<file path="config.mk">
export PLATFORM = sky130hd
export DESIGN_NAME = tbp_front
export DESIGN_NICKNAME = d
export VERILOG_FILES = /design/src/rtl/tbp_pkg.sv /design/src/rtl/tbp_front.sv
export SDC_FILE = /design/constraint.sdc
export NUM_CORES = 1
export LEC_CHECK = 0
export BUFFER_PORTS_ARGS = -buffer_cell sky130_fd_sc_hd__buf_2
export CORE_UTILIZATION = 44
export CTS_CLUSTER_SIZE = 20
export DETAILED_ROUTE_END_ITERATION = 7
export PLACE_DENSITY = 0.87
export SKIP_CTS_REPAIR_TIMING = 1
export SLEW_MARGIN = 20
export SYNTH_ARGS = -nofsm -noshare
export SYNTH_HDL_FRONTEND = slang
export SYNTH_SLANG_ARGS = --single-unit
</file>
<file path="constraint.sdc">
create_clock -name clock -period 2.36 [get_ports clock]
set_clock_uncertainty 0.2 [all_clocks]
set_input_delay 0.708 -clock clock [delete_from_list [all_inputs] [get_ports clock]]
set_output_delay 0.708 -clock clock [all_outputs]
set_load 0.01 [all_outputs]
</file>
<file path="src/rtl/tbp_pkg.sv">
// ----------------------------------------------------------------------------
// tbp_pkg: shared types for the tournament branch predictor
// Item formats, command codes and the control structs that pass between
// the front and back halves of the core.
// ----------------------------------------------------------------------------
package tbp_pkg;

   // default table geometry
   localparam int GHIST_BITS_DEF    = 9;
   localparam int LHIST_BITS_DEF    = 10;
   localparam int PC_INDEX_BITS_DEF = 10;

   // entries in the queue between front and back
   localparam int QUEUE_DEPTH = 2;

   typedef enum logic {
      CMD_PREDICT = 1'b0,
      CMD_TRAIN   = 1'b1
   } tbp_cmd_type;

   typedef struct packed {
      logic        cmd;
      logic [31:0] pc;
      logic        outcome;
   } tbp_req_type;

   typedef struct packed {
      logic prediction;
      logic local_guess;
      logic global_guess;
   } tbp_rsp_type;

   // head of the queue as seen by the back half
   typedef struct packed {
      logic valid;
      logic train;
      logic outcome;
   } tbp_op_type;

   // back half status toward the front half
   typedef struct packed {
      logic pop;
      logic clearing;
   } tbp_stat_type;

endpackage

</file>
<file path="src/rtl/tbp_front.sv">
// ----------------------------------------------------------------------------
// tbp_front: item intake and queue
// Accepts items, decodes the command, keeps the pc slot and buffers the item
// in a short queue until the back half pops it.
// ----------------------------------------------------------------------------
module tbp_front #(
   parameter int PC_INDEX_BITS = tbp_pkg::PC_INDEX_BITS_DEF
) (
   input  logic                      clock,
   input  logic                      reset,
   input  logic                      start,
   input  tbp_pkg::tbp_req_type      req_item,
   input  tbp_pkg::tbp_stat_type     stat,
   output logic                      busy,
   output tbp_pkg::tbp_op_type       q_op,
   output logic [PC_INDEX_BITS-1:0]  q_slot
);
   import tbp_pkg::*;

   localparam int QW = (QUEUE_DEPTH > 1) ? $clog2(QUEUE_DEPTH) : 1;

   logic [QW-1:0]            wr_ptr_ff, wr_ptr_in;
   logic [QW-1:0]            rd_ptr_ff, rd_ptr_in;
   logic [QW:0]              count_ff, count_in;
   logic                     entry_train_ff   [QUEUE_DEPTH];
   logic                     entry_outcome_ff [QUEUE_DEPTH];
   logic [PC_INDEX_BITS-1:0] entry_slot_ff    [QUEUE_DEPTH];
   logic                     push;
   logic                     pop;
   logic                     full;

   assign full = (count_ff == (QW+1)'(QUEUE_DEPTH));
   assign busy = full || stat.clearing;
   assign push = start && !busy;
   assign pop  = stat.pop && q_op.valid;

   always_comb begin
      wr_ptr_in = push ? wr_ptr_ff + 1'b1 : wr_ptr_ff;
      rd_ptr_in = pop ? rd_ptr_ff + 1'b1 : rd_ptr_ff;
      count_in  = count_ff;
      if (push && !pop) begin
         count_in = count_ff + 1'b1;
      end else if (pop && !push) begin
         count_in = count_ff - 1'b1;
      end
   end

   always_ff @(posedge clock) begin
      if (reset) begin
         wr_ptr_ff <= '0;
         rd_ptr_ff <= '0;
         count_ff  <= '0;
      end else begin
         wr_ptr_ff <= wr_ptr_in;
         rd_ptr_ff <= rd_ptr_in;
         count_ff  <= count_in;
      end
   end

   // classify and store the item
   always_ff @(posedge clock) begin
      if (push) begin
         entry_train_ff[wr_ptr_ff]   <= (req_item.cmd == CMD_TRAIN);
         entry_outcome_ff[wr_ptr_ff] <= req_item.outcome;
         entry_slot_ff[wr_ptr_ff]    <= req_item.pc[PC_INDEX_BITS-1:0];
      end
   end

   assign q_op.valid   = (count_ff != '0);
   assign q_op.train   = entry_train_ff[rd_ptr_ff];
   assign q_op.outcome = entry_outcome_ff[rd_ptr_ff];
   assign q_slot       = entry_slot_ff[rd_ptr_ff];

endmodule

</file>
==> flow_metrics.env <==
export IMPL_status="finished clean"
export IMPL_synth_cell_types=16
export IMPL_grt_usage=0.1440
export IMPL_cts_buffers=5
export IMPL_endpoint_kind="primary output"
export IMPL_final_area_um2=1358
export IMPL_n_antenna_cell=0
export IMPL_die_h_um=51.91
export IMPL_ys_warnings_count=0
export IMPL_syn_area_per_cell_um2=17.13
export IMPL_worst_slack_ns=0.1258
export IMPL_cp_required_ns=1.45
export IMPL_setup_viol=0
export IMPL_ant_nets=0
export IMPL_place_area_um2=1299
export IMPL_clock_sinks=29
export IMPL_period_share=0.9467
export IMPL_cts_tree="built"
export IMPL_cts_buffer_depth=2
export IMPL_p_sw_uw=362.7
export IMPL_cts_max_level=2
export IMPL_hold_viol_final=0
export IMPL_firstDrtPassIters=3
export IMPL_swShare=0.2755
export IMPL_combPwrFrac=0.278
export IMPL_avgRoutedWirePerCell_um=12.47
export IMPL_utilization=0.5965
export IMPL_crit_fanout=12
export IMPL_crit_path_start_kind="flip-flop"
export IMPL_max_slew_worst_pin_slew_ns=0.3164
export IMPL_syn2layout_area_growth_pct=23.86
export IMPL_rsz0062_at_grt="false"
export IMPL_crit_arrival_ns=1.33
export IMPL_maxSlewViolCount=0
export IMPL_syn_num_nets=104
export IMPL_crit_type="flip-flop to primary output"
export IMPL_p_int_uw=953.6
export IMPL_max_cap_violations=0
export IMPL_drc_errors=0
export IMPL_pre_cts_slack_ns=0.1423
export IMPL_dieArea_um2=2695
export IMPL_root_buffer="clkbuf_4"
export IMPL_grt_max_degree=13
export IMPL_hold_end="wr_ptr_ff"
export IMPL_vias=632
export IMPL_dp_hpwl_um=1144
export IMPL_clkTransAtPathRegs_ns=0.08
export IMPL_reg2reg_to="count_ff[1]"
export IMPL_p_clk_frac=0.227
export IMPL_fillers=201
export IMPL_gp_congestion=0.6482
export IMPL_wl_um=1646
export IMPL_drive_gt1_frac=0.5000
export IMPL_clk_insertion_delay_late_ns=0.32
export IMPL_ios=53
export IMPL_r2r_cells=5
export IMPL_nets=143
export IMPL_numPortBuffers=30
export IMPL_relSlewSlack=0.7868
export IMPL_core_area_um2=2276
export IMPL_antenna_found_initial=0
export IMPL_rows=17
export IMPL_dieWidth_um=51.91
export IMPL_whs_path_depth=2
export IMPL_place_inst=124
export IMPL_r2r_start="count_ff[0]"
export IMPL_synth_area_um2=1096
export IMPL_fmax_mhz=447.6
export IMPL_synth_cells=64
export IMPL_fin_hold_ws_ns=0.3119
export IMPL_p_leak_nw=0.5342
export IMPL_period_needed_ns=2.234
export IMPL_start_util=0.4816
export IMPL_worstHoldStart="wr_ptr_ff"
export IMPL_setup_tns_ns=0
export IMPL_grt_pass1_wl_um=2511
export IMPL_yosysSeqAreaShare=0.7489
export IMPL_power_mw=1.316
export IMPL_hold_path_class="flip-flop to flip-flop"
export IMPL_via_per_inst=4.788
export IMPL_power_density_nw_per_um2=969.6
export IMPL_seqPwrFrac=0.495
export IMPL_irDropWorstVdd_mv=0.6305
export IMPL_final_cells=132
export IMPL_drtIter0Drc=13
export IMPL_grt_remaining_overflow=0
export IMPL_synth_seq_cells=29
export IMPL_grt_pass1_vias=611
export IMPL_r2r_slack_ns=0.55
layout by cell type (no fill, tap or decap), drive strengths merged, types with 2 or more instances in the layout:
cell type  netlist  final
mux2            12     12
buf              1     33
nand2b           3      3
nor2             4      4
dfxtp            5      5
clkbuf           0      8
edfxtp          24     24
nor2b            2      2
xor2             3      3
o21ai            3      3
power groups by stage:
stage               Combinational [mW]  Clock [mW]  Sequential [mW]
CTS                              0.373       0.310            0.653
detailed placement               0.369           0            0.665
global route                     0.407       0.336            0.658
finish                           0.366       0.299            0.651
global placement                 0.357           0            0.658
floorplan                        0.244           0            0.659
cell families (layout without fill, tap and decap cells):
family / Yosys count / count (layout) / synth area share
adder cells (fa/ha/maj): 1 / 1 / 0.01141
AO/OA/AOI/OAI: 4 / 4 / 0.01826
XOR/XNOR: 3 / 3 / 0.02398
flip-flops: 29 / 29 / 0.7489
AND/OR/NAND/NOR: 14 / 14 / 0.06964
multiplexers: 12 / 12 / 0.1233
buffers and inverters: 1 / 41 / 0.004562
final cells by class:
| type | instances | area (µm²) | area share |
|---|---|---|---|
| Tap cell | 28 | 35.03 | 0.02581 |
| Timing Repair Buffer | 33 | 172.7 | 0.1272 |
| Clock buffer | 8 | 58.81 | 0.04332 |
| Sequential cell | 29 | 820.8 | 0.6046 |
| Multi-Input combinational cell | 34 | 270.3 | 0.1991 |
synthesized netlist by cell type:
| library cell | count | area, µm² |
|---|---|---|
| nor2b_1 | 2 | 12.51 |
| dfxtp_1 | 5 | 100.1 |
| and3_1 | 1 | 6.260 |
| ha_1 | 1 | 12.51 |
| o21ai_0 | 3 | 15.01 |
| buf_2 | 1 | 5.000 |
| nand2b_1 | 3 | 18.77 |
| a21oi_1 | 1 | 5.000 |
| or2_2 | 1 | 6.260 |
| nor2_1 | 4 | 15.01 |
| nand3_1 | 1 | 5.000 |
| mux2_2 | 12 | 135.1 |
| xor2_1 | 3 | 26.28 |
| edfxtp_1 | 24 | 720.7 |
| or3_1 | 1 | 6.260 |
| and2_1 | 1 | 6.260 |
routing by layer:
layer  wire [µm]  vias up  global-route usage
li1            -      317                   -
met1         683      285              0.1434
met2         760       27              0.2179
met3         172        3              0.1111
met4          29        0             0.06757
met5           0        -                   0
registers in the layout, indices dropped and copies added (netlist names), named ones only:
register	flops
wr_ptr_ff	1
entry_train_ff	2
entry_slot_ff	20
entry_outcome_ff	2
rd_ptr_ff	1
count_ff	2
critical path: stages, from the launching register on:
cell     delay (ns)
dfxtp_1        0.32
buf_4          0.20
mux2_2         0.35
buf_2          0.14
worst max path at each step:
stage	slack, ns	end	start
global placement	0.19	count_ff[1]	start
finish	0.13	q_slot[4]	flip-flop
CTS	0.09	q_slot[7]	flip-flop
floorplan	0.15	entry_outcome_ff[0]	start
detailed placement	0.14	count_ff[1]	start
global route	0.04	q_slot[0]	flip-flop
Power figures use the tool's default switching activity.
